--- src/hw/rtl/crv_pkg.sv ---
// Shared constants, types and arithmetic helpers for the comb/allpass reverb core.
`timescale 1ns / 1ps

package crv_pkg;

   localparam int MAX_COMB_LEN    = 2048;
   localparam int MAX_ALLPASS_LEN = 256;
   localparam int NUM_COMBS       = 4;

   localparam int COMB_AW   = $clog2(MAX_COMB_LEN);
   localparam int AP_AW     = $clog2(MAX_ALLPASS_LEN);
   localparam int CLR_DEPTH = (MAX_COMB_LEN > MAX_ALLPASS_LEN) ? MAX_COMB_LEN : MAX_ALLPASS_LEN;
   localparam int CLR_AW    = $clog2(CLR_DEPTH);

   localparam int SAMPLE_W   = 24;
   localparam int VAL_W      = 28;
   localparam int GAIN_W     = 16;
   localparam int LEN_W      = 12;
   localparam int AP_LEN_W   = 9;
   localparam int CSR_IDX_W  = 3;
   localparam int CSR_DATA_W = 16;
   localparam int PROD_W     = VAL_W + GAIN_W + 1;
   localparam int RND_W      = PROD_W - GAIN_W;
   localparam int SUM_W      = VAL_W + 2;

   localparam logic signed [PROD_W-1:0]   ROUND_HALF = PROD_W'(2 ** (GAIN_W - 1));
   localparam logic signed [SUM_W-1:0]    VAL_HI     = SUM_W'(2 ** (VAL_W - 1) - 1);
   localparam logic signed [SUM_W-1:0]    VAL_LO     = -VAL_HI - SUM_W'(1);
   localparam logic signed [VAL_W-1:0]    SMP_HI     = VAL_W'(2 ** (SAMPLE_W - 1) - 1);
   localparam logic signed [VAL_W-1:0]    SMP_LO     = -SMP_HI - VAL_W'(1);

   typedef enum logic [CSR_IDX_W-1:0] {
      REG_COMB_LEN_A,
      REG_COMB_LEN_B,
      REG_COMB_LEN_C,
      REG_COMB_LEN_D,
      REG_AP_LEN,
      REG_COMB_FB,
      REG_AP_GAIN
   } crv_reg_type;

   typedef enum logic [2:0] {
      ST_CLEAR,
      ST_IDLE,
      ST_SUM,
      ST_COMB_WR,
      ST_AP_Y,
      ST_AP_MUL,
      ST_AP_WR
   } crv_state_type;

   typedef struct packed {
      logic [NUM_COMBS-1:0][LEN_W-1:0] comb_len;
      logic [AP_LEN_W-1:0]             ap_len;
      logic [GAIN_W-1:0]               comb_fb;
      logic [GAIN_W-1:0]               ap_gain;
   } crv_cfg_type;

   typedef struct packed {
      logic req_ready;
      logic rd_en;
      logic sum_en;
      logic comb_we;
      logic ap_mul1_en;
      logic y_en;
      logic ap_mul2_en;
      logic ap_we;
      logic rsp_load;
      logic zero_fill;
   } crv_ctrl_type;

   function automatic logic signed [PROD_W-1:0] gain_mul(input logic signed [VAL_W-1:0] v,
                                                          input logic [GAIN_W-1:0] g);
      logic signed [GAIN_W:0] gs;
      gs = {1'b0, g};
      gain_mul = v * gs;
   endfunction

   // Q0.16 product back to value scale, round half up.
   function automatic logic signed [RND_W-1:0] round_q16(input logic signed [PROD_W-1:0] p);
      logic signed [PROD_W-1:0] t;
      t = p + ROUND_HALF;
      round_q16 = t[PROD_W-1:GAIN_W];
   endfunction

   function automatic logic signed [VAL_W-1:0] sat_val(input logic signed [SUM_W-1:0] v);
      logic signed [SUM_W-1:0] r;
      if (v > VAL_HI) begin
         r = VAL_HI;
      end else if (v < VAL_LO) begin
         r = VAL_LO;
      end else begin
         r = v;
      end
      sat_val = r[VAL_W-1:0];
   endfunction

   function automatic logic signed [SAMPLE_W-1:0] sat_sample(input logic signed [VAL_W-1:0] v);
      logic signed [VAL_W-1:0] r;
      if (v > SMP_HI) begin
         r = SMP_HI;
      end else if (v < SMP_LO) begin
         r = SMP_LO;
      end else begin
         r = v;
      end
      sat_sample = r[SAMPLE_W-1:0];
   endfunction

endpackage

--- src/hw/rtl/crv_csr.sv ---
// Configuration register file: delay lengths and gains.
`timescale 1ns / 1ps

module crv_csr import crv_pkg::*; (
   input  logic                  clock,
   input  logic                  reset,
   input  logic                  csr_valid,
   output logic                  csr_ready,
   input  logic [CSR_IDX_W-1:0]  csr_index,
   input  logic [CSR_DATA_W-1:0] csr_data,
   output crv_cfg_type           cfg
);

   crv_cfg_type cfg_ff;
   crv_cfg_type cfg_in;

   always_comb begin
      cfg_in = cfg_ff;
      if (csr_valid) begin
         unique case (csr_index)
            REG_COMB_LEN_A: cfg_in.comb_len[0] = csr_data[LEN_W-1:0];
            REG_COMB_LEN_B: cfg_in.comb_len[1] = csr_data[LEN_W-1:0];
            REG_COMB_LEN_C: cfg_in.comb_len[2] = csr_data[LEN_W-1:0];
            REG_COMB_LEN_D: cfg_in.comb_len[3] = csr_data[LEN_W-1:0];
            REG_AP_LEN:     cfg_in.ap_len      = csr_data[AP_LEN_W-1:0];
            REG_COMB_FB:    cfg_in.comb_fb     = csr_data[GAIN_W-1:0];
            REG_AP_GAIN:    cfg_in.ap_gain     = csr_data[GAIN_W-1:0];
            default:        cfg_in = cfg_ff;
         endcase
      end
   end

   always_ff @(posedge clock) begin
      if (reset) begin
         cfg_ff.comb_len[0] <= LEN_W'(1309);
         cfg_ff.comb_len[1] <= LEN_W'(1636);
         cfg_ff.comb_len[2] <= LEN_W'(1812);
         cfg_ff.comb_len[3] <= LEN_W'(1927);
         cfg_ff.ap_len      <= AP_LEN_W'(220);
         cfg_ff.comb_fb     <= GAIN_W'(55050);
         cfg_ff.ap_gain     <= GAIN_W'(45875);
      end else begin
         cfg_ff <= cfg_in;
      end
   end

   assign csr_ready = 1'b1;
   assign cfg       = cfg_ff;

endmodule

--- config.mk ---
export PLATFORM = sky130hd
export DESIGN_NAME = crv_csr
export DESIGN_NICKNAME = d
export VERILOG_FILES = /design/src/hw/rtl/crv_pkg.sv /design/src/hw/rtl/crv_csr.sv
export SDC_FILE = /design/constraint.sdc
export NUM_CORES = 1
export LEC_CHECK = 0
export ABC_AREA = 1
export BUFFER_PORTS_ARGS = -buffer_cell sky130_fd_sc_hd__buf_4
export CORE_UTILIZATION = 50
export CTS_BUF_LIST = sky130_fd_sc_hd__clkbuf_16
export DETAILED_ROUTE_END_ITERATION = 7
export GPL_TIMING_DRIVEN = 0
export PLACE_DENSITY_LB_ADDON = 0.25
export RECOVER_POWER = 50
export SLEW_MARGIN = 0
export SYNTH_ARGS = -nofsm -noshare
export SYNTH_HDL_FRONTEND = slang
export SYNTH_SLANG_ARGS = --single-unit
--- constraint.sdc ---
create_clock -name clock -period 1.6 [get_ports clock]
set_input_delay 0.08 -clock clock [delete_from_list [all_inputs] [get_ports clock]]
set_output_delay 0.08 -clock clock [all_outputs]
set_load 0.03 [all_outputs]
After elaboration in Yosys (flattened, before gate mapping) --
Index checks and enable logic that the tools add are counted.
Storage, ports and cells: register bits 89, input bits 22, output and inout bits 90, word-level logic and storage cells 21
Operators by class: equal/unequal tests 6, reduce and logical (&&, ||, !) cells 8
Operator list (count):
- $reduce_and A2 Y1 | 7
- $eq A3 B3 Y1 const B | 3
- $eq A3 B2 Y1 const B | 2
- $eq A3 B1 Y1 const B | 1
- $logic_not A3 Y1 | 1

Longest topological paths before layout --
Gate-level depths: netlist (run 1).
depth in word-level cells 2, depth in mapped cells 7, gate-level depth less buffers 5

Least setup slack after synthesis (run 1) --
Ideal clock, no wire load.
kind in2reg, start point in csr_index[2], end point reg cfg_ff (netlist bit cfg[0]), setup time 0.130 ns, arrival time 0.752 ns, slack 0.718 ns, cell stages on the path 6, path buffers 1, cells stage by stage nand2_1 inv_1 buf_4 nand2_2 nand2_1 nand3_1
Between the ends: word-level cells in the longest chain between the ends 2
RTL lines:
- start: declaration | line crv_csr.sv:9 | input logic [CSR_IDX_W-1:0] csr_index,
- $eq A3 B3 Y1 | line crv_csr.sv:20 | unique case (csr_index)
- $reduce_and A2 Y1 (no line)
- end signal: assignment | line crv_csr.sv:43 | cfg_ff <= cfg_in;
- end: declaration | line crv_csr.sv:14 | crv_cfg_type cfg_ff;
Every way passes these cells. A chain may end at the register's enable or synchronous reset.

Worst setup path after layout (run 1) --
start point in csr_index[2], end point reg cfg_ff (netlist bit cfg[1])
Same word-level chain as after synthesis.

==> metrics.cfg, run 1 <==
[sta]
fin_skew_ns = 0
tightest_slew_ns = 0.653
timing.final.ws_setup_ns = 0.449
hold_violations = 0
post-route-period-util_pct = 72.0
rsz0062_at_grt = no
fin_tns_setup_ns = 0
setup_viol = 0
slew_viol_final = 0
slew-limit-headroom_pct = 56.3
period_needed_ns = 1.15
fmax_mhz = 869

[grt]
grt_pass1_vias = 3215
grt.total_usage_pct = 27.7
grt_pass1_wl_um = 15200
grt_antenna_before_repair = 0
grt_max_degree = 16
grt_overflow = 0

[route]
routed_wirelength_um = 9690
drtPass1Iterations = 7
avgRoutedWirePerCell_um = 14.2
viasPerCell = 5.15
drtIter0Drc = 302
dr_total_vias = 3507
drc_errors = 16
ant_nets = 0

[synth]
syn_avg_cell_area_um2 = 7.20
yosys.area.top_type = dfxtp_1
yosysMostFrequentCell = nand2_1
synth_top_area_share_pct = 52.6
synth_async_sr_flop_share_pct = 0
synth_cell_type_count = 14
synth_top_flop_cell = dfxtp_1
synth_area_um2 = 3390
ys_ff_latch = 89
synth_fp_nets = 492
synth_warnings = 0
synthTopCellsByArea = dfxtp_1 (53%), nand2_1 (16%), nand3_1 (13%)
seq_area_frac_synth_pct = 52.6
synth_commonest_cells = nand2_1 (146), nor2_1 (94), dfxtp_1 (89), nand3_1 (89), inv_1 (20)
synth_enable_flop_cells = 0
synth_cells = 470

[worst_setup_path]
cp_data_arrival_time_ns = 1.36
critPathMaxFanout = 10
startpoint_type = input port
crit_type = input port to flip-flop
critPathRequiredTime_ns = 1.81
critPathCaptureType = flip-flop

[clock_network]
htree_levels = 3
clock-sinks = 89
cts-root-buf = clkbuf_16
path_clk_slew_ns = 0.07
cts_tree = built
postCtsSetupRepairBufs = 0
clk_path_buf_depth = 2
clock_latency_ns = 0.34
numCtsBuffers = 9

[die]
pin_count = 112
die_w_um = 84.3
rows = 29
die_area_um2 = 7100
initial_core_util_pct = 52.4
coreArea_um2 = 6460
die_h_um = 84.3

[layout]
syn_to_final_growth_pct = 33.8
final_nets = 621
n_antenna_cell = 0
largest_reg_flops = 89
drive_above_1_share_pct = 17.7

[status]
violations = design-rule violations
status = finished with violations

[pwr]
vdd_ir_drop_max_mv = 0.547
power_mw = 4.92
p_leak_nw = 2.19
p_per_area_nw_per_um2 = 1090

[run]
maxCapViolCount = 0

[placement]
portBuffers = 110
dp_hpwl_um = 6960
place.gp.congestion = 0.876
pre_cts_ws_ns = 0.323

[hold_path]
min_path_type = input port to flip-flop

[cells in the final DEF, fill, tap and decap left out, types with 3 or more instances in the layout]
cell,Yosys,layout
nand2_1,146,146
clkbuf_16,0,9
dfxtp_1,89,89
inv_1,20,22
buf_2,6,3
nor2_1,94,96
dlygate4sd3_1,0,8
buf_1,5,5
buf_4,8,85
nand3_1,89,89
clkbuf_1,5,41
[where the power goes]
group          switching, mW  total, mW  internal [mW]
sequential            0.0452       2.34           2.29
clock                  0.872       1.92           1.05
combinational          0.441      0.653          0.211
total                   1.36       4.92           3.56
[metrics by stage]
stage,utilization (%),cell area [um2],hold WS (ns),std cells
global route,70.1,4530,0.0120,681
floorplan,-,3390,0.193,470
detailed placement,66.7,4310,0.309,657
global placement,66.7,4310,0.299,657
CTS,72.2,4660,0.00247,681
finish,70.1,4530,0.000587,681
[critical path, stage by stage]
cell,delay [ns]
clkbuf_1,0.14
nand2_1,0.18
inv_1,0.18
clkbuf_1,0.38
nand2_2,0.22
nand2_1,0.11
nand3_1,0.06
[area by class of cell]
class                      instances  area [um2]
buffer                            24         116
clock buffer                       9         225
clock inverter                     7        48.8
fill                             554        1930
inverter                          21        78.8
multi-input combinational        336        1390
sequential                        89        1780
tap                               77        96.3
timing repair buffer             118         790
[final timing paths]
check / end / slack [ns] / startpoint / cells past startpoint
max: cfg[1] / 0.45 / csr_index[2] / 7
min: cfg[17] / 0.0006 / csr_data[1] / 3
max reg2reg: cfg[76] / 0.96 / cfg[76] / 2
min reg2reg: cfg[28] / 0.46 / cfg[28] / 2
[layer usage]
metal | GRT usage [%] | vias to the layer above | wire length [um]
met5 | 0 | - | 0
met4 | 9.72 | 0 | 165
met3 | 6.19 | 17 | 650
met2 | 46.4 | 135 | 4660
met1 | 35.4 | 1626 | 4210
li1 | - | 1729 | -
[kinds of logic (layout without fill, tap and decap cells)]
kind of cell	after synthesis	in the layout	synth area share (%)
other cells	1	1	0.111
simple gates	335	335	41.2
buf+inv	45	179	6.10
flops	89	89	52.6
[repair_timing]
item | CTS | global route
setup endpoints to repair | 0 | 0
hold endpoints to repair | 13 | 0
hold buffers | 8 | 0
gates resized for setup | 0 | 0
No activity file was read; power rests on OpenSTA's default activity.
==> inputs of run 2 (changes only) <==
- CORE_UTILIZATION: 50 -> 45
- clock period: 1.6 -> 1 ns (I/O delays scaled with it)
==> run 2 against run 1 <==
Final cell count increased by 4.0%; core utilization decreased by 5.8 points; clock skew unchanged; worst hold slack got worse by 0.0023 ns; non-clock buffer count increased by 5; sequential cell count unchanged; critical path type unchanged; first-iteration DRC count decreased by 37%; routed wire length increased by 0.63%; die area increased by 11%; the flow finishes with violations (negative hold slack); combinational power increased by 64%.
==> metrics.cfg, run 2 (synthesized netlist as in run 1, its figures left out) <==
[status]
status = finished with violations
violations = negative hold slack

[route]
routed_wirelength_um = 9750  ; +0.63%
avgRoutedWirePerCell_um = 13.8  ; -3.2%
drtIter0Drc = 191  ; -37%
viasPerCell = 4.93  ; -4.3%
dr_total_vias = 3491  ; -0.46%
ant_nets = 0  ; unchanged
drtPass1Iterations = 4  ; -3
drc_errors = 0  ; -16

[worst_setup_path]
startpoint = csr_data[7]
critPathCaptureType = flip-flop
crit_type = input port to flip-flop
cp_data_arrival_time_ns = 1.17  ; -0.19 ns
r2r_cells = 2  ; unchanged
critPathRequiredTime_ns = 1.23  ; -0.58 ns
reg2reg_from = cfg[3]
startpoint_type = input port
critPathMaxFanout = 5  ; -5

[grt]
grt_overflow = 0  ; unchanged
grt.total_usage_pct = 25.0  ; -2.8 points
grt_pass1_wl_um = 14700  ; -3.7%
grt_pass1_vias = 2993  ; -6.9%
grt_antenna_before_repair = 0  ; unchanged
grt_max_degree = 16  ; unchanged

[die]
die_area_um2 = 7870  ; +11%
rows = 31  ; +6.9%
die_h_um = 88.7  ; +5.3%
die_w_um = 88.7  ; +5.3%
coreArea_um2 = 7250  ; +12%
pin_count = 112  ; unchanged
initial_core_util_pct = 46.7  ; -5.7 points

[clock_network]
clock-sinks = 89  ; unchanged
htree_levels = 3  ; unchanged
clock_latency_ns = 0.33  ; about the same
numCtsBuffers = 9  ; unchanged
clk_path_buf_depth = 2  ; unchanged
cts_tree = built
cts-root-buf = clkbuf_16
postCtsSetupRepairBufs = 0  ; unchanged
path_clk_slew_ns = 0.06  ; about the same

[layout]
final_cell_mix = nand2_1 (146), nor2_1 (95), nand3_1 (89), dfxtp_1 (89), buf_4 (80)
drive_above_1_share_pct = 24.1  ; +6.4 points
largest_reg_flops = 89  ; unchanged
fin_area_um2 = 4670  ; +3.0%
n_antenna_cell = 0  ; unchanged
layoutNonFillerInstCount = 708  ; +4.0%
syn_to_final_growth_pct = 37.8
final_common_cell = nand2_1
final_nets = 626  ; +0.81%
fillCellCount = 663  ; +20%

[hold_path]
worstHoldStart = csr_data[10]
whs_path_depth = 3  ; unchanged
min_path_type = input port to flip-flop

[sta]
slew_viol_final = 0  ; unchanged
tightest_slew_ns = 0.656  ; +0.00238 ns
period_needed_ns = 0.942
hold_ws_ns = -0.00172  ; -0.00231 ns
rsz0062_at_grt = no
setup_viol = 0  ; unchanged
slew-limit-headroom_pct = 56.1  ; -0.16 points
timing.final.ws_setup_ns = 0.0578  ; -0.391 ns
hold_violations = 2  ; +2
fin_skew_ns = 0  ; unchanged
fmax_mhz = 1060
post-route-period-util_pct = 94.2

[run]
maxCapViolCount = 0  ; unchanged

[placement]
dp_hpwl_um = 6970  ; +0.10%
dp_cells = 679  ; +3.3%
place.gp.congestion = 0.895  ; +2.2%
pre_cts_ws_ns = -0.231  ; -0.554 ns
placed_area_um2 = 4340  ; +0.64%
portBuffers = 110  ; unchanged

[pwr]
p_leak_nw = 2.32  ; +6.0%
power_mw = 8.11  ; +65%
p_per_area_nw_per_um2 = 1740  ; +60%
vdd_ir_drop_max_mv = 1.09  ; +100%

[run 2: cell types whose count changed in the layout (fill, tap and decap cells not counted)]
| cell | previous run | this run |
|---|---|---|
| nor2_2 | 1 | 2 |
| buf_4 | 85 | 80 |
| clkbuf_1 | 41 | 6 |
| buf_1 | 5 | 3 |
| clkinv_1 | 0 | 1 |
| dlygate4sd3_1 | 8 | 13 |
| buf_2 | 3 | 5 |
| nor2_1 | 96 | 95 |
| bufinv_16 | 0 | 1 |
| clkbuf_2 | 0 | 40 |
| clkinv_4 | 2 | 1 |
| clkinv_2 | 0 | 2 |
| inv_1 | 22 | 19 |
[run 2: final cells by class]
type	count	area (um2)	area share, %
buffer	24	121	2.60
clock buffer	9	225	4.83
clock inverter	7	68.8	1.47
inverter	21	82.6	1.77
multi-input combinational	336	1400	29.9
sequential	89	1780	38.2
tap	99	124	2.65
timing repair buffer	123	868	18.6
[run 2: worst max-delay path, cell delays in order]
cell,delay (ns)
dlygate4sd3_1,0.53
buf_4,0.14
inv_1,0.18
nand3_1,0.12
nand2_1,0.09
nor2_1,0.05
[run 2: stage by stage]
step	utilization [%]	hold slack (ns)	TNS, ns
after floorplan	-	0.163	0
after global placement	59.8	0.269	-6.06
after detailed placement	59.8	0.276	-7.14
after CTS	65.6	0.00110	0
after global routing	64.3	0.0122	0
final	64.3	-0.00172	0
[run 2: path summary, 6_finish.rpt]
| kind | end | slack, ns |
|---|---|---|
| worst max-delay path | cfg[60] | 0.06 |
| worst min-delay path | cfg[63] | -0.002 |
| worst max register to register | cfg[3] | 0.39 |
| worst min register to register | cfg[25] | 0.46 |
[run 2: power breakdown]
part / internal, mW / total, mW / switching, mW
clock network: 1.93 / 3.29 / 1.36
logic: 0.362 / 1.07 / 0.710
registers: 3.67 / 3.74 / 0.0716
total: 5.96 / 8.11 / 2.14
[run 2: timing repair]
action	in CTS	in global routing
setup endpoints to repair	0	4
hold buffers	13	0
gates resized for setup	0	2
endpoints found under the hold margin	27	0
[run 2: layer usage]
layer,share of wire (%),track usage (%),vias up
li1,-,-,1741
met1,45,32.4,1618
met2,48,41.7,119
met3,5.6,4.10,13
met4,1.4,9.38,0
met5,0,0,-
==> inputs of run 3 (changes only) <==
- GPL_TIMING_DRIVEN: 0 -> default
==> run 3 against run 2 <==
The run now ends clean; final cell count up 0.14%; design area up 1.6%; die area unchanged; sequential cell count unchanged; clock power down 6.4%; critical path type is now flip-flop to output pin.
==> metrics.cfg, run 3 (synthesized netlist as in run 1, its figures left out) <==
[pwr]
p_per_area_nw_per_um2 = 1670  ; -3.9%
vdd_ir_drop_max_mv = 1.14  ; +4.8%
p_leak_nw = 2.35  ; +1.5%

[placement]
place.gp.congestion = 0.837  ; -6.5%
portBuffers = 110  ; unchanged
dp_hpwl_um = 6670  ; -4.2%

[grt]
grt.total_usage_pct = 25.3  ; +0.33 points
grt_pass1_vias = 3032  ; +1.3%
grt_overflow = 0  ; unchanged
grt_max_degree = 62  ; +46
grt_pass1_wl_um = 14900  ; +1.4%
grt_antenna_before_repair = 0  ; unchanged

[clock_network]
numCtsBuffers = 9  ; unchanged
cts-root-buf = clkbuf_16
clock_latency_ns = 0.34  ; about the same
cts_tree = built
path_clk_slew_ns = 0.07  ; about the same
htree_levels = 3  ; unchanged
clk_path_buf_depth = 2  ; unchanged
cts_resized = 0  ; unchanged
clock-sinks = 89  ; unchanged

[worst_setup_path]
crit_chain = buf_4
startpoint_type = flip-flop
critPathCaptureType = output pin
cpMaxStageDelayCell = dfxtp_1
crit_family = flip-flops
r2r_cells = 2  ; unchanged
rr_endpoint = cfg[57]
rrSetupSlack_ns = 0.41  ; +0.02 ns
startpoint = cfg[77]
cp_num_buf_inv = 1  ; -2
cp-endpoint = cfg[77]
critPathRequiredTime_ns = 0.95  ; -0.28 ns
critPathMaxStageDelay_ns = 0.37  ; -0.16 ns
critPathMaxFanout = 2  ; -3
crit_type = flip-flop to output pin
reg2reg_from = cfg[57]
cp.depth = 1  ; -5
cp_data_arrival_time_ns = 0.89  ; -0.28 ns

[route]
dr_total_vias = 3465  ; -0.74%
drc_errors = 0  ; unchanged
viasPerCell = 4.89  ; -0.88%
drtPass1Iterations = 4  ; unchanged
drtIter0Drc = 204  ; +6.8%
ant_nets = 0  ; unchanged
routed_wirelength_um = 9650  ; -1.0%
avgRoutedWirePerCell_um = 13.6  ; -1.2%

[die]
die_area_um2 = 7870  ; unchanged
rows = 31  ; unchanged
initial_core_util_pct = 46.7  ; unchanged
die_h_um = 88.7  ; unchanged
coreArea_um2 = 7250  ; unchanged
die_w_um = 88.7  ; unchanged
pin_count = 112  ; unchanged

[sta]
slew_viol_final = 0  ; unchanged
post-route-period-util_pct = 93.9  ; -0.34 points
hold_ws_ns = 0.00493  ; +0.00665 ns
period_needed_ns = 0.939  ; -0.00341 ns
fin_skew_ns = 0  ; unchanged
hold_violations = 0  ; -2
rsz0062_at_grt = no
setup_viol = 0  ; unchanged
fmax_mhz = 1070  ; +0.36%
fin_tns_setup_ns = 0  ; unchanged

[hold_path]
worstHoldStart = csr_data[9]
min_path_type = input port to flip-flop

[layout]
largest_reg_flops = 89  ; unchanged
final_cell_mix = nand2_1 (146), buf_4 (100), nor2_1 (95), nand3_1 (89), dfxtp_1 (89)
syn_to_final_growth_pct = 40.1
final_common_cell = nand2_1
drive_above_1_share_pct = 24.8  ; +0.62 points
n_antenna_cell = 0  ; unchanged
final_nets = 627  ; +0.16%

[run]
maxCapViolCount = 0  ; unchanged

[status]
status = complete, no violations

## run 3: what timing repair did
action | in CTS | in global routing
hold buffers | 14 | 0
endpoints found under the hold margin | 34 | 0
setup buffers | 0 | 0
## run 3: worst min-delay path by stage
stage | to | slack [ns] | depth (start not counted)
floorplan | cfg[34] | 0.16 | 2
CTS | cfg[74] | 0.007 | 3
detailed placement | cfg[59] | 0.28 | 3
global placement | cfg[38] | 0.27 | 3
global route | cfg[62] | 0.02 | 3
finish | cfg[74] | 0.005 | 3
## run 3: through the flow
stage	util (%)	total power [mW]	setup WS (ns)	cell area, um2	instances
after detailed placement	60.8	4.90	-0.0108	4410	679
after CTS	66.6	7.98	0.0706	4830	709
final	65.4	7.92	0.0612	4740	709
after global placement	60.8	4.89	0.0421	4410	679
after global routing	65.4	8.21	0.00854	4740	709
after floorplan	-	4.45	0.148	3390	470
## run 3: worst reg2reg max path: cells and delay by family (launching register included)
family	cells	cell delay, ns
flops	1	0.33
simple gates	2	0.17
## run 3: area by class of cell
cell class              instances  area (um2)
fillers                       674        2510
flip-flops and latches         89        1780
multi-input cells             336        1400
repair buffers                148        1090
clock buffers                   9         225
well taps                      99         124
inverters                      21        78.8
clock inverters                 7        48.8
## run 3: report_power, final
| group | internal (mW) | total, mW | switching [mW] |
|---|---|---|---|
| clock | 1.68 | 3.08 | 1.40 |
| combinational | 0.394 | 1.10 | 0.703 |
| sequential | 3.67 | 3.75 | 0.0733 |
## run 3: routing by layer
layer	vias up	share of wire, %	routed length (um)	track usage, %
li1	1737	-	-	-
met1	1593	44	4290	33.4
met2	125	49	4700	41.7
met3	10	5.4	522	3.82
met4	0	1.4	133	9.97
met5	-	0	0	0
