### config.mk
export PLATFORM = sky130hd
export DESIGN_NAME = crv_ctrl
export DESIGN_NICKNAME = d
export VERILOG_FILES = /design/src/hw/rtl/crv_pkg.sv /design/src/hw/rtl/crv_ctrl.sv
export SDC_FILE = /design/constraint.sdc
export NUM_CORES = 1
export LEC_CHECK = 0
export ABC_AREA = 1
export BUFFER_PORTS_ARGS = -buffer_cell sky130_fd_sc_hd__buf_2
export CORE_MARGIN = 4
export CORE_UTILIZATION = 45
export DETAILED_ROUTE_END_ITERATION = 8
export PLACE_DENSITY = 0.71
export SKIP_CTS_REPAIR_TIMING = 1
export SLEW_MARGIN = 5
export SYNTH_ARGS = -nofsm -noshare
export SYNTH_HDL_FRONTEND = slang
export SYNTH_SLANG_ARGS = --single-unit
### constraint.sdc
create_clock -name clock -period 2.3 [get_ports clock]
set_input_delay 0.23 -clock clock [delete_from_list [all_inputs] [get_ports clock]]
set_output_delay 0.23 -clock clock [all_outputs]
set_load 0.05 [all_outputs]
### src/hw/rtl/crv_pkg.sv
// Shared constants, types and arithmetic helpers for the comb/allpass reverb core.
`timescale 1ns / 1ps

package crv_pkg;

   localparam int MAX_COMB_LEN    = 2048;
   localparam int MAX_ALLPASS_LEN = 256;
   localparam int NUM_COMBS       = 4;

   localparam int COMB_AW   = $clog2(MAX_COMB_LEN);
   localparam int AP_AW     = $clog2(MAX_ALLPASS_LEN);
   localparam int CLR_DEPTH = (MAX_COMB_LEN > MAX_ALLPASS_LEN) ? MAX_COMB_LEN : MAX_ALLPASS_LEN;
   localparam int CLR_AW    = $clog2(CLR_DEPTH);

   localparam int SAMPLE_W   = 24;
   localparam int VAL_W      = 28;
   localparam int GAIN_W     = 16;
   localparam int LEN_W      = 12;
   localparam int AP_LEN_W   = 9;
   localparam int CSR_IDX_W  = 3;
   localparam int CSR_DATA_W = 16;
   localparam int PROD_W     = VAL_W + GAIN_W + 1;
   localparam int RND_W      = PROD_W - GAIN_W;
   localparam int SUM_W      = VAL_W + 2;

   localparam logic signed [PROD_W-1:0]   ROUND_HALF = PROD_W'(2 ** (GAIN_W - 1));
   localparam logic signed [SUM_W-1:0]    VAL_HI     = SUM_W'(2 ** (VAL_W - 1) - 1);
   localparam logic signed [SUM_W-1:0]    VAL_LO     = -VAL_HI - SUM_W'(1);
   localparam logic signed [VAL_W-1:0]    SMP_HI     = VAL_W'(2 ** (SAMPLE_W - 1) - 1);
   localparam logic signed [VAL_W-1:0]    SMP_LO     = -SMP_HI - VAL_W'(1);

   typedef enum logic [CSR_IDX_W-1:0] {
      REG_COMB_LEN_A,
      REG_COMB_LEN_B,
      REG_COMB_LEN_C,
      REG_COMB_LEN_D,
      REG_AP_LEN,
      REG_COMB_FB,
      REG_AP_GAIN
   } crv_reg_type;

   typedef enum logic [2:0] {
      ST_CLEAR,
      ST_IDLE,
      ST_SUM,
      ST_COMB_WR,
      ST_AP_Y,
      ST_AP_MUL,
      ST_AP_WR
   } crv_state_type;

   typedef struct packed {
      logic [NUM_COMBS-1:0][LEN_W-1:0] comb_len;
      logic [AP_LEN_W-1:0]             ap_len;
      logic [GAIN_W-1:0]               comb_fb;
      logic [GAIN_W-1:0]               ap_gain;
   } crv_cfg_type;

   typedef struct packed {
      logic req_ready;
      logic rd_en;
      logic sum_en;
      logic comb_we;
      logic ap_mul1_en;
      logic y_en;
      logic ap_mul2_en;
      logic ap_we;
      logic rsp_load;
      logic zero_fill;
   } crv_ctrl_type;

   function automatic logic signed [PROD_W-1:0] gain_mul(input logic signed [VAL_W-1:0] v,
                                                          input logic [GAIN_W-1:0] g);
      logic signed [GAIN_W:0] gs;
      gs = {1'b0, g};
      gain_mul = v * gs;
   endfunction

   // Q0.16 product back to value scale, round half up.
   function automatic logic signed [RND_W-1:0] round_q16(input logic signed [PROD_W-1:0] p);
      logic signed [PROD_W-1:0] t;
      t = p + ROUND_HALF;
      round_q16 = t[PROD_W-1:GAIN_W];
   endfunction

   function automatic logic signed [VAL_W-1:0] sat_val(input logic signed [SUM_W-1:0] v);
      logic signed [SUM_W-1:0] r;
      if (v > VAL_HI) begin
         r = VAL_HI;
      end else if (v < VAL_LO) begin
         r = VAL_LO;
      end else begin
         r = v;
      end
      sat_val = r[VAL_W-1:0];
   endfunction

   function automatic logic signed [SAMPLE_W-1:0] sat_sample(input logic signed [VAL_W-1:0] v);
      logic signed [VAL_W-1:0] r;
      if (v > SMP_HI) begin
         r = SMP_HI;
      end else if (v < SMP_LO) begin
         r = SMP_LO;
      end else begin
         r = v;
      end
      sat_sample = r[SAMPLE_W-1:0];
   endfunction

endpackage

### src/hw/rtl/crv_ctrl.sv
// Sequencer: clearing sweep, per-sample step control and delay-line pointers.
`timescale 1ns / 1ps

module crv_ctrl import crv_pkg::*; (
   input  logic                                clock,
   input  logic                                reset,
   input  logic                                req_valid,
   input  logic                                rsp_free,
   input  crv_cfg_type                         cfg,
   output crv_ctrl_type                        ctrl,
   output logic [NUM_COMBS-1:0][COMB_AW-1:0]   comb_addr,
   output logic [AP_AW-1:0]                    ap_addr
);

   crv_state_type                       state_ff, state_in;
   logic [CLR_AW-1:0]                   clr_cnt_ff, clr_cnt_in;
   logic [NUM_COMBS-1:0][COMB_AW-1:0]   comb_ptr_ff, comb_ptr_in;
   logic [AP_AW-1:0]                    ap_ptr_ff, ap_ptr_in;
   logic                                clearing;

   function automatic logic [COMB_AW-1:0] comb_next(input logic [COMB_AW-1:0] p,
                                                   input logic [LEN_W-1:0] len);
      logic [COMB_AW:0] p1;
      logic             wrap;
      p1   = {1'b0, p} + (COMB_AW+1)'(1);
      wrap = (len == '0) || (int'(p1) >= int'(len)) || (int'(p1) >= MAX_COMB_LEN);
      comb_next = wrap ? '0 : p1[COMB_AW-1:0];
   endfunction

   function automatic logic [AP_AW-1:0] ap_next(input logic [AP_AW-1:0] p,
                                               input logic [AP_LEN_W-1:0] len);
      logic [AP_AW:0] p1;
      logic           wrap;
      p1   = {1'b0, p} + (AP_AW+1)'(1);
      wrap = (len == '0) || (int'(p1) >= int'(len)) || (int'(p1) >= MAX_ALLPASS_LEN);
      ap_next = wrap ? '0 : p1[AP_AW-1:0];
   endfunction

   always_comb begin
      state_in = state_ff;
      unique case (state_ff)
         ST_CLEAR: begin
            if (clr_cnt_ff == CLR_AW'(CLR_DEPTH - 1)) begin
               state_in = ST_IDLE;
            end
         end
         ST_IDLE: begin
            if (req_valid) begin
               state_in = ST_SUM;
            end
         end
         ST_SUM:     state_in = ST_COMB_WR;
         ST_COMB_WR: state_in = ST_AP_Y;
         ST_AP_Y:    state_in = ST_AP_MUL;
         ST_AP_MUL:  state_in = ST_AP_WR;
         ST_AP_WR: begin
            if (rsp_free) begin
               state_in = ST_IDLE;
            end
         end
         default:    state_in = ST_IDLE;
      endcase
   end

   always_comb begin
      clr_cnt_in  = clr_cnt_ff;
      comb_ptr_in = comb_ptr_ff;
      ap_ptr_in   = ap_ptr_ff;
      if (state_ff == ST_CLEAR) begin
         clr_cnt_in = CLR_AW'(clr_cnt_ff + 1'b1);
      end
      if (state_ff == ST_COMB_WR) begin
         for (int i = 0; i < NUM_COMBS; i++) begin
            comb_ptr_in[i] = comb_next(comb_ptr_ff[i], cfg.comb_len[i]);
         end
      end
      if ((state_ff == ST_AP_WR) && rsp_free) begin
         ap_ptr_in = ap_next(ap_ptr_ff, cfg.ap_len);
      end
   end

   always_comb begin
      clearing        = (state_ff == ST_CLEAR);
      ctrl            = '0;
      ctrl.req_ready  = (state_ff == ST_IDLE);
      ctrl.rd_en      = (state_ff == ST_IDLE) && req_valid;
      ctrl.sum_en     = (state_ff == ST_SUM);
      ctrl.comb_we    = (state_ff == ST_COMB_WR) ||
                        (clearing && (int'(clr_cnt_ff) < MAX_COMB_LEN));
      ctrl.ap_mul1_en = (state_ff == ST_COMB_WR);
      ctrl.y_en       = (state_ff == ST_AP_Y);
      ctrl.ap_mul2_en = (state_ff == ST_AP_MUL);
      ctrl.ap_we      = ((state_ff == ST_AP_WR) && rsp_free) ||
                        (clearing && (int'(clr_cnt_ff) < MAX_ALLPASS_LEN));
      ctrl.rsp_load   = (state_ff == ST_AP_WR) && rsp_free;
      ctrl.zero_fill  = clearing;
      for (int i = 0; i < NUM_COMBS; i++) begin
         comb_addr[i] = clearing ? clr_cnt_ff[COMB_AW-1:0] : comb_ptr_ff[i];
      end
      ap_addr = clearing ? clr_cnt_ff[AP_AW-1:0] : ap_ptr_ff;
   end

   always_ff @(posedge clock) begin
      if (reset) begin
         state_ff    <= ST_CLEAR;
         clr_cnt_ff  <= '0;
         comb_ptr_ff <= '0;
         ap_ptr_ff   <= '0;
      end else begin
         state_ff    <= state_in;
         clr_cnt_ff  <= clr_cnt_in;
         comb_ptr_ff <= comb_ptr_in;
         ap_ptr_ff   <= ap_ptr_in;
      end
   end

endmodule

# Word level (Yosys, flattened, before mapping)
# Cells that the tools add are included.
# totals
register_bits	66
latchBits	0
ramBits	0
romBits	0
out_inout_bits	62
n_memories	0
# classes
addsub	6
mul	0
n_div	0
order_cmp	11
n_eq_ne	10
shifts	0
muxes	14
bitwise_logic	0
n_reduce_logical	22
# ops
operator	n
$mux 11	8
$add 11x1->12 const B	4
$ge 12x12->1	4
$ge 12x12->1 const B	4
$logic_not 12->1	4
$pmux 3 s7	1
$mux 8	2
$logic_or 1x1->1	12
$add 11x1->11 const B	1
$eq 11x11->1 const B	1
$lt 11x9->1 const B	1
$add 8x1->9 const B	1
$eq 3x3->1 const B	3
$ge 9x9->1	1
$ge 9x9->1 const B	1
$logic_not 9->1	1
$mux 3	3
$eq 3x2->1 const B	2
$ne 2x2->1 const B	2
$eq 3x1->1 const B	1
$logic_and 1x1->1	3
$logic_not 3->1	1
$reduce_and 3->1	1
$ne 2x1->1 const B	1

# Logic depth before layout (Yosys ltp)
# Gate-level depths: netlist of run 1.
# depth
depth_word	5
mapped_depth	18
depth_no_buf	16

# Least setup slack after synthesis of run 1
# OpenSTA, ideal clock, no wires.
# synth_path
kind	reg-to-output
startpoint	register state_ff[2]
endpoint	output port ctrl[2] in the netlist's numbering
arrival_time_ns	2.406
path_slack_ns	-0.336
stages_incl_launch_ff	6
path_cell_list	dfxtp_1 -> buf_4 -> inv_1 -> nand2_1 -> buf_2 -> o41ai_1
# synth_rtl
element	line	source
from (decl)	crv_ctrl.sv:15	crv_state_type state_ff, state_in;
from (signal assigned)	crv_ctrl.sv:110	state_ff <= state_in;
to (decl)	crv_ctrl.sv:10	output crv_ctrl_type ctrl,

# Worst setup path in the final report of run 1
# layout_path
startpoint	register comb_ptr_ff[29] in the netlist's numbering
endpoint	register comb_ptr_ff[32] in the netlist's numbering
# layout_between
elab_chain_cells	5
elab_cells_between_ends	6
cone_classes	add/sub (1); order compare (2); mux (1); reduce/logical (2)
# layout_rtl
element	line	source
from (decl)	crv_ctrl.sv:17	logic [NUM_COMBS-1:0][COMB_AW-1:0] comb_ptr_ff, comb_ptr_in;
from (signal assigned)	crv_ctrl.sv:112	comb_ptr_ff <= comb_ptr_in;
$add 11x1->12 *	crv_ctrl.sv:25	p1 = {1'b0, p} + (COMB_AW+1)'(1);
$ge 12x12->1	crv_ctrl.sv:26	wrap = (len == '0) || (int'(p1) >= int'(len)) || (int'(p1) >= MAX_COMB_LEN);
$logic_or 1x1->1 (2 in a row)	crv_ctrl.sv:26	
$mux 11 *	crv_ctrl.sv:27	comb_next = wrap ? '0 : p1[COMB_AW-1:0];
# Mark *: on every way between the ends. The rest lies on a longest branch, timed or not.
# A chain may end at the register's enable or synchronous reset.

==> run_results.csv, run 1 <==
group,metric,value,unit
run_status,status,"completed",
final_layout,final_area,0.00818,mm²
logic_synthesis,syn_nets,1098,
global_routing,grt_pass1_wl,27.2,mm
worst_setup_path,rr_worst_depth,12,
logic_synthesis,synthArstFlopShare,0,%
worst_hold_path,hold_path_depth,4,
placed_design,dpl_cell_area,0.00703,mm²
clock_network,clk_latency,0.33,ns
logic_synthesis,yosys-top-cells-count,"nand2_1, inv_1, nor2_1, o21ai_0, nand3_1",
global_routing,grt_start_max_net_pins,53,
logic_synthesis,seq_area_frac_synth,22.4,%
drt,viasPerCell,5.10,
drt,drcViolationCount,0,
placed_design,io_buffer_count,122,
clock_network,cts_made_buffers,9,
timing,finalSetupTns,0,ns
logic_synthesis,synth-seq-cells,66,
clock_network,clock_path_buffers,2,
worst_setup_path,critical_path_peak_fanout,6,
final_layout,seqCellArea,0.00139,mm²
final_layout,fin_cells,1292,
pwr,cellInternalPower,2.17,mW
worst_setup_path,cp_slowest_cell,"dfxtp_1",
worst_hold_path,hold_class,"primary input to flip-flop",
final_layout,num_antenna_cells,0,
worst_setup_path,cp_num_buf_inv,1,
logic_synthesis,yosysMostFrequentCell,"nand2_1",
timing,skew,0.00859,ns
pwr,p_switching,0.730,mW
clock_network,cts_root_buf,"clkbuf_16",
drt,routed_wl,18.5,mm
logic_synthesis,synthDistinctLibCells,35,
pwr,p_per_area,355,mW/mm²
final_layout,multi_input_area,0.00437,mm²
pwr,p_leak,4.02,nW
floorplanning,fp.dieW,122,µm
global_routing,grt_overflow,0,
drt,highest_layer,"met4",
floorplanning,core_area,0.0127,mm²
logic_synthesis,synth_area_leaders,"dfxtp_1, nand2_1, ha_1",
pwr,switching_share,25.2,%
timing,relSlewSlack,71.0,%
worst_setup_path,worstSetupEndpointType,"flip-flop",
logic_synthesis,synthCells,942,
logic_synthesis,yosys.area.top_type,"dfxtp_1",
worst_setup_path,required,2.55,ns
logic_synthesis,ys.flop_type,"dfxtp_1",
logic_synthesis,yosysWarningCount,0,
logic_synthesis,synthesis.area,0.00589,mm²
pwr,seqPwrFrac,39.3,%
pwr,power_frac_clock,48.9,%
job,maxCapViolations,0,
final_layout,area_growth,38.8,%
pwr,ir_worst_vdd,0.343,mV
final_layout,drive_gt1_share,33.7,%
pwr,combPwrFrac,11.8,%
final_layout,fillers,1185,
global_routing,grt_antenna_before_repair,0,
drt,drt-pass1-iter-count,5,
placed_design,dp.final_hpwl,12.9,mm
worst_setup_path,r2r_setup_slack,0.02,ns
logic_synthesis,synth_top_area_share,22.4,%
timing,hold_viol,0,
worst_setup_path,cp.depth,12,
worst_setup_path,start_kind,"flip-flop",
drt,wl_per_cell,14.3,µm
floorplanning,num_io_pins,155,
clock_network,tritoncts,"done",
worst_setup_path,cp.arrival,2.53,ns
global_routing,grt_pass1_vias,5797,
timing,tightestPinTransition,0.434,ns
floorplanning,rows,41,
timing,rsz0062_at_grt,"yes",
worst_setup_path,cp_common_cell,"nand2_1",
logic_synthesis,synth_edf_count,0,
timing,fin_crit,2.28,ns
worst_setup_path,crit_family,"simple AND/OR/NAND/NOR gates",
placed_design,dp.cells,1262,
timing,period_share,99.1,%
clock_network,clk_pin_slew,0.06,ns
timing,fin_hold_ws,0.244,ns
logic_synthesis,avgSynthCellArea,6.25,µm²
drt,num_vias,6591,
worst_setup_path,crit_chain,"nand2_1 -> nor2_1 -> nand2_1 -> nor2_2 -> ha_1 -> a21o_1 -> nor2_1 -> nand2_1 -> nor2_2 -> buf_6 -> nand3_1 -> a21oi_1",
worst_setup_path,critical_path_class,"flip-flop to flip-flop",
floorplanning,die_y,122,µm
clock_network,cts.sinks,66,
floorplanning,die_area,0.0150,mm²
clock_network,htreeDepth,3,
placed_design,gp_congestion,0.886,
drt,wl_met1,8.24,mm
final_layout,final_util,64.3,%
drt,drtAntennaViolNets,0,
timing,slew_viol_final,0,
global_routing,grt_usage,22.6,%
drt,first_iter_violations,395,
final_layout,nNetsFinal,1272,
drt,dr_wl_met3,1.11,mm
drt,wl_met2,8.85,mm
worst_setup_path,critPathMaxStageDelay,0.40,ns
timing,clock.fmax,439,MHz
timing,setup_viol,0,
floorplanning,start_util,46.3,%
[cell type report]
type	count	share of cell area (%)
clock buffer	13	3.31
clock inverter	2	0.429
inverter	159	7.30
multi-input combinational	685	53.5
sequential	66	17.0
tap	172	2.63
timing repair buffer	195	15.9
[power by group through the flow]
stage	Sequential [mW]	Clock [mW]	Combinational, mW
6_report	1.14	1.42	0.343
3_5_place_dp	1.18	0	0.329
2_1_floorplan	1.18	0	0.211
3_3_place_gp	1.18	0	0.324
5_1_grt	1.14	1.46	0.383
4_1_cts	1.15	1.41	0.331
[worst reg2reg max path, delay by kind of cell (launching register included)]
family                   cells  cell delay [ns]
flip-flops                   1             0.40
adder cells (fa/ha/maj)      1             0.26
buffers and inverters        1             0.18
AO/OA/AOI/OAI                2             0.31
AND/OR/NAND/NOR              8             1.05
[routing by layer]
metal | vias to the layer above | global-route usage, %
li1 | 3384 | -
met1 | 2976 | 30.3
met2 | 209 | 38.5
met3 | 22 | 2.49
met4 | 0 | 6.30
met5 | - | 0
[cell families (layout without fill, tap and decap cells)]
logic type | count (synthesis) | in the layout | share of synthesized area [%]
fa+ha+maj | 63 | 63 | 13.4
compound gates | 156 | 156 | 14.4
simple gates | 432 | 432 | 32.0
flops | 66 | 66 | 22.4
buf+inv | 191 | 369 | 12.7
xor+xnor | 34 | 34 | 5.06
[cell usage in the layout, fill, tap and decap left out, drive strengths merged, types with 2 or more instances in the layout]
cell type and instances:
a21o 2, nand2 219, ha 63, or2 2, nor3 11, buf 180, o21ai 74, xor2 32
a21oi 71, nand3 84, clkbuf 28, inv 158, clkinv 2, o21a 4, dfxtp 66, nand4 17
nor2 96, xnor2 2
[sequential cells by signal (all words and copies together) (netlist names)]
signal and count:
clr_cnt_ff 11, comb_ptr_ff 44, state_ff 3, ap_ptr_ff 8
[path summary, 6_finish.rpt]
| path | from | to |
|---|---|---|
| setup / recovery | comb_ptr_ff[29]$_SDFFE_PP0P_ | comb_ptr_ff[32]$_SDFFE_PP0P_ |
| hold / removal | rsp_free | state_ff[2]$_SDFFE_PP0P_ |
| setup reg to reg | comb_ptr_ff[29]$_SDFFE_PP0P_ | comb_ptr_ff[32]$_SDFFE_PP0P_ |
| hold reg to reg | comb_ptr_ff[3]$_SDFFE_PP0P_ | comb_ptr_ff[3]$_SDFFE_PP0P_ |
[per-stage QoR]
step / setup slack, ns / power [mW]
3_3_place_gp: 0.0613 / 1.50
2_1_floorplan: -0.104 / 1.39
6_report: 0.0207 / 2.90
5_1_grt: -0.172 / 2.98
3_5_place_dp: 0.0354 / 1.51
4_1_cts: -0.129 / 2.89
(Power assumes the default switching activity.)
==> inputs of run 2 (changes only) <==
ABC_AREA = default   (was 1)
PLACE_DENSITY = 0.72   (was 0.71)
==> run_results.csv, run 2 <==
group,metric,value,unit
run_status,status,"finished, violations left",
run_status,violations,"setup timing",
drt,wl_met1,7.47,mm
final_layout,largest_register_ffs,44,
worst_setup_path,crit_family,"simple AND/OR/NAND/NOR gates",
final_layout,drive_gt1_share,46.6,%
final_layout,area_growth,54.4,%
final_layout,fin_cells,1087,
logic_synthesis,yosys.area.top_type,"dfxtp_1",
clock_network,tritoncts,"done",
logic_synthesis,yosysMostFrequentCell,"nand2_1",
placed_design,dp.cells,1047,
drt,dr_wl_met3,1.03,mm
worst_setup_path,start_kind,"flip-flop",
logic_synthesis,ys.flop_type,"dfxtp_1",
pwr,ir_worst_vdd,0.268,mV
logic_synthesis,yosysWarningCount,0,
drt,highest_layer,"met4",
timing,setup_viol,52,
worst_setup_path,cp_slowest_cell,"dfxtp_2",
worst_setup_path,worstSetupEndpointType,"flip-flop",
global_routing,grt_antenna_before_repair,0,
logic_synthesis,synthArstFlopShare,0,%
pwr,p_leak,4.47,nW
floorplanning,core_area,0.0115,mm²
placed_design,gp_congestion,0.942,
pwr,seqPwrFrac,40.4,%
floorplanning,rows,39,
drt,drtAntennaViolNets,0,
logic_synthesis,synthCells,700,
worst_setup_path,critical_path_peak_fanout,6,
timing,fin_crit,2.65,ns
worst_setup_path,crit_chain,"and3_4 -> and3_4 -> nand3_2 -> xnor2_2 -> ha_1 -> and4_1 -> a211o_1 -> a311oi_2 -> nand4b_1 -> buf_6 -> nand2b_4 -> nand2_1",
logic_synthesis,syn_nets,856,
placed_design,preCtsSetupSlack,-0.322,ns
final_layout,final_area,0.00823,mm²
worst_setup_path,cp.arrival,2.92,ns
drt,drt-pass1-iter-count,4,
pwr,p_per_area,345,mW/mm²
worst_setup_path,required,2.57,ns
timing,relSlewSlack,71.0,%
logic_synthesis,synth-seq-cells,66,
final_layout,final_util,71.5,%
logic_synthesis,seq_area_frac_synth,24.8,%
global_routing,grt_overflow,0,
floorplanning,num_io_pins,155,
pwr,combPwrFrac,13.3,%
timing,clock.fmax,377,MHz
drt,wl_per_cell,17.5,µm
job,maxCapViolations,0,
placed_design,dpl_cell_area,0.00702,mm²
logic_synthesis,synth_area_leaders,"dfxtp_1, ha_1, nand2_1",
pwr,power_frac_clock,46.2,%
global_routing,grt_usage,24.7,%
logic_synthesis,synthDistinctLibCells,52,
floorplanning,start_util,46.3,%
pwr,switching_share,26.2,%
drt,viasPerCell,5.66,
logic_synthesis,synth_top_area_share,24.8,%
logic_synthesis,yosys-top-cells-count,"nand2_1, inv_1, dfxtp_1, ha_1, a21o_1",
clock_network,cts.sinks,66,
global_routing,grt_pass1_wl,26.8,mm
final_layout,layout_common_cells,"buf_4, buf_2, nand2_1",
worst_setup_path,cp_common_cell,"and3_4",
logic_synthesis,synth_edf_count,0,
final_layout,nNetsFinal,1095,
timing,fin_hold_ws,0.216,ns
pwr,cellInternalPower,2.10,mW
drt,wl_met2,9.73,mm
final_layout,final_common_cell,"buf_4",
placed_design,io_buffer_count,122,
drt,drcViolationCount,0,
timing,tightestPinTransition,0.435,ns
floorplanning,die_y,117,µm
floorplanning,die_area,0.0137,mm²
final_layout,num_antenna_cells,0,
worst_hold_path,hold_class,"primary input to flip-flop",
timing,period_share,115,%
pwr,total_power,2.84,mW
drt,first_iter_violations,329,
clock_network,cts_made_buffers,9,
timing,hold_viol,0,
global_routing,grt_start_max_net_pins,54,
worst_setup_path,critPathMaxStageDelay,0.33,ns
clock_network,htreeDepth,3,
clock_network,clk_pin_slew,0.06,ns
clock_network,clk_latency,0.33,ns
final_layout,reg_top3,"comb_ptr_ff (44), clr_cnt_ff (11), ap_ptr_ff (8)",
timing,finalSetupTns,-9.38,ns
placed_design,dp.final_hpwl,13.3,mm
clock_network,cts_root_buf,"clkbuf_16",
clock_network,clock_path_buffers,2,
final_layout,largest-register,"comb_ptr_ff",
timing,skew,0.00686,ns
timing,setup_slack,-0.352,ns
timing,rsz0062_at_grt,"yes",
drt,routed_wl,19.1,mm
worst_setup_path,cp_num_buf_inv,1,
logic_synthesis,synthesis.area,0.00533,mm²
drt,num_vias,6151,
worst_setup_path,critical_path_class,"flip-flop to flip-flop",
global_routing,grt_pass1_vias,5917,
logic_synthesis,avgSynthCellArea,7.62,µm²
timing,slew_viol_final,0,
pwr,p_switching,0.743,mW
floorplanning,fp.dieW,117,µm
run 2: layout make-up:
type | instances | area (µm²)
Multi-Input combinational cell | 538 | 4430
Fill cell | 842 | 3290
Timing Repair Buffer | 256 | 1710
Sequential cell | 66 | 1370
Clock buffer | 14 | 275
Inverter | 67 | 255
Tap cell | 143 | 179
Clock inverter | 2 | 10.0
Timing Repair inverter | 1 | 7.51
run 2: per-layer routing:
layer  track usage, %  vias to the layer above
li1                 -                     2933
met1             28.7                     2946
met2             43.4                      206
met3             4.63                       66
met4             12.3                        0
met5                0                        -
run 2: worst min-delay path: cells and delay by family:
kind                   cells  cell delay (ns)
buffers and inverters      1             0.12
and+or+nand+nor            2             0.15
run 2: final timing paths:
check / from / endpoint / slack [ns] / depth (start not counted)
setup / recovery: ap_ptr_ff[4]$_SDFFE_PP0P_ / ap_ptr_ff[3]$_SDFFE_PP0P_ / -0.35 / 12
hold reg to reg: ap_ptr_ff[1]$_SDFFE_PP0P_ / ap_ptr_ff[1]$_SDFFE_PP0P_ / 0.50 / 2
setup reg to reg: ap_ptr_ff[4]$_SDFFE_PP0P_ / ap_ptr_ff[3]$_SDFFE_PP0P_ / -0.35 / 12
hold / removal: rsp_free / state_ff[0]$_SDFFE_PP0P_ / 0.22 / 3
run 2: power groups by stage:
stage               combinational [mW]  clock (mW)  sequential [mW]
detailed placement               0.346           0             1.17
global route                     0.406        1.38             1.15
finish                           0.378        1.31             1.15
CTS                              0.347        1.32             1.15
floorplan                        0.211           0             1.17
global placement                 0.333           0             1.17
run 2: cell families after synthesis:
group / share of synthesized area, %
AOI/OAI and AO/OA: 19.2
buffers and inverters: 7.32
DFF: 24.8
and+or+nand+nor: 26.8
muxes: 0.422
xor gates and xnor gates: 6.74
adders and majority gates: 14.8
==> inputs of run 3 (changes only) <==
CORE_ASPECT_RATIO = 0.5   (was default)
==> run_results.csv, run 3 (synthesis results as in run 2) <==
group,metric,value,unit
worst_setup_path,cp.arrival,2.78,ns
drt,drcViolationCount,0,
final_layout,final_common_cell,"buf_2",
worst_setup_path,critical_path_peak_fanout,7,
worst_hold_path,hold_class,"primary input to flip-flop",
drt,drtAntennaViolNets,0,
run_status,status,"finished, violations left",
run_status,violations,"setup timing",
timing,fin_hold_ws,0.234,ns
clock_network,clk_pin_slew,0.05,ns
final_layout,final_util,72.5,%
final_layout,reg_top3,"comb_ptr_ff (44), clr_cnt_ff (11), ap_ptr_ff (8)",
worst_setup_path,cp_num_buf_inv,1,
drt,first_iter_violations,304,
clock_network,htreeDepth,3,
clock_network,cts_root_buf,"clkbuf_16",
timing,finalSetupTns,-7.84,ns
drt,viasPerCell,5.53,
timing,fin_crit,2.56,ns
pwr,ir_worst_vdd,0.332,mV
pwr,total_power,2.96,mW
floorplanning,rows,27,
placed_design,dpl_cell_area,0.00706,mm²
worst_setup_path,required,2.52,ns
timing,skew,0.00630,ns
final_layout,drive_gt1_share,45.9,%
pwr,p_leak,4.43,nW
final_layout,final_area,0.00818,mm²
worst_setup_path,start_kind,"flip-flop",
final_layout,num_antenna_cells,0,
floorplanning,fp.dieW,162,µm
floorplanning,die_y,85.0,µm
worst_setup_path,critical_path_class,"flip-flop to flip-flop",
global_routing,grt_pass1_wl,26.1,mm
final_layout,nNetsFinal,1088,
floorplanning,num_io_pins,155,
drt,routed_wl,18.8,mm
worst_setup_path,crit_family,"compound AO/OA/AOI/OAI gates",
timing,clock.fmax,391,MHz
global_routing,grt_start_max_net_pins,54,
timing,period_share,111,%
placed_design,io_buffer_count,122,
worst_setup_path,crit_chain,"ha_4 -> nand3_4 -> inv_2 -> nand3_4 -> or2_4 -> nand2_4 -> ha_4 -> nand4_1 -> o311a_1 -> o21a_4 -> and3_4 -> a221o_1",
floorplanning,start_util,47.2,%
job,maxCapViolations,0,
drt,wl_per_cell,17.2,µm
placed_design,dp.final_hpwl,12.7,mm
global_routing,grt_pass1_vias,5559,
global_routing,grt_antenna_before_repair,0,
floorplanning,die_area,0.0138,mm²
timing,tightestPinTransition,0.572,ns
floorplanning,core_area,0.0113,mm²
final_layout,fillers,873,
timing,setup_viol,52,
global_routing,grt_usage,23.1,%
worst_setup_path,critPathMaxStageDelay,0.38,ns
final_layout,largest-register,"comb_ptr_ff",
timing,slew_viol_final,0,
timing,rsz0062_at_grt,"yes",
clock_network,clk_latency,0.33,ns
pwr,p_per_area,362,mW/mm²
drt,drt-pass1-iter-count,5,
timing,relSlewSlack,61.9,%
final_layout,layout_common_cells,"buf_2, buf_4, nand2_1",
timing,setup_slack,-0.260,ns
drt,num_vias,6061,
clock_network,clock_path_buffers,2,
placed_design,dp.cells,1066,
placed_design,preCtsSetupSlack,-0.296,ns
final_layout,area_growth,53.5,%
worst_setup_path,worstSetupEndpointType,"flip-flop",
clock_network,cts.sinks,66,
worst_setup_path,cp_slowest_cell,"dfxtp_4",
clock_network,tritoncts,"done",
global_routing,grt_overflow,0,
timing,hold_viol,0,
placed_design,gp_congestion,0.905,
final_layout,largest_register_ffs,44,
final_layout,fin_cells,1096,
clock_network,cts_made_buffers,9,
[run 3: cell count changes in the layout (fill, tap and decap cells not counted), sizes merged]
| cell | previous run | this run |
|---|---|---|
| inv | 66 | 67 |
| clkinvlp | 2 | 0 |
| bufinv | 0 | 1 |
| clkbuf | 22 | 15 |
| clkinv | 2 | 0 |
| buf | 248 | 250 |
[run 3: per-layer routing]
layer | part of all wire [%] | global-route usage [%]
met2 | 47 | 38.3
met4 | 3.2 | 8.21
met3 | 6.5 | 4.32
met5 | 0 | 0
met1 | 43 | 30.3
[run 3: final timing paths]
check,depth (start not counted),endpoint,from,slack (ns)
setup / recovery,12,comb_ptr_ff[29]$_SDFFE_PP0P_,comb_ptr_ff[22]$_SDFFE_PP0P_,-0.26
hold / removal,3,state_ff[0]$_SDFFE_PP0P_,rsp_free,0.23
setup reg to reg,12,comb_ptr_ff[29]$_SDFFE_PP0P_,comb_ptr_ff[22]$_SDFFE_PP0P_,-0.26
hold reg to reg,2,clr_cnt_ff[1]$_SDFFE_PP0P_,clr_cnt_ff[1]$_SDFFE_PP0P_,0.50
[run 3: worst register-to-register path: cells and delay by family (launching register included)]
kind,cells,cell delay (ns)
flops,1,0.38
buf+inv,1,0.07
simple gates,6,0.78
compound gates,3,0.91
fa+ha+maj,2,0.30
[run 3: layout make-up]
class                   count  area, µm²  area share (%)
repair buffers            250       1620            19.8
flip-flops and latches     66       1390            17.0
multi-input cells         538       4410            53.9
clock buffers              15        288            3.52
clock inverters             1       30.0           0.367
inverters                  67        251            3.07
well taps                 159        199            2.43
[run 3: where the power goes]
part,internal (mW),switching [mW],total (mW),leakage (nW)
clock,0.959,0.496,1.45,0.156
combinational,0.127,0.243,0.371,3.72
sequential,1.13,0.00584,1.14,0.550
total,2.22,0.745,2.96,4.43
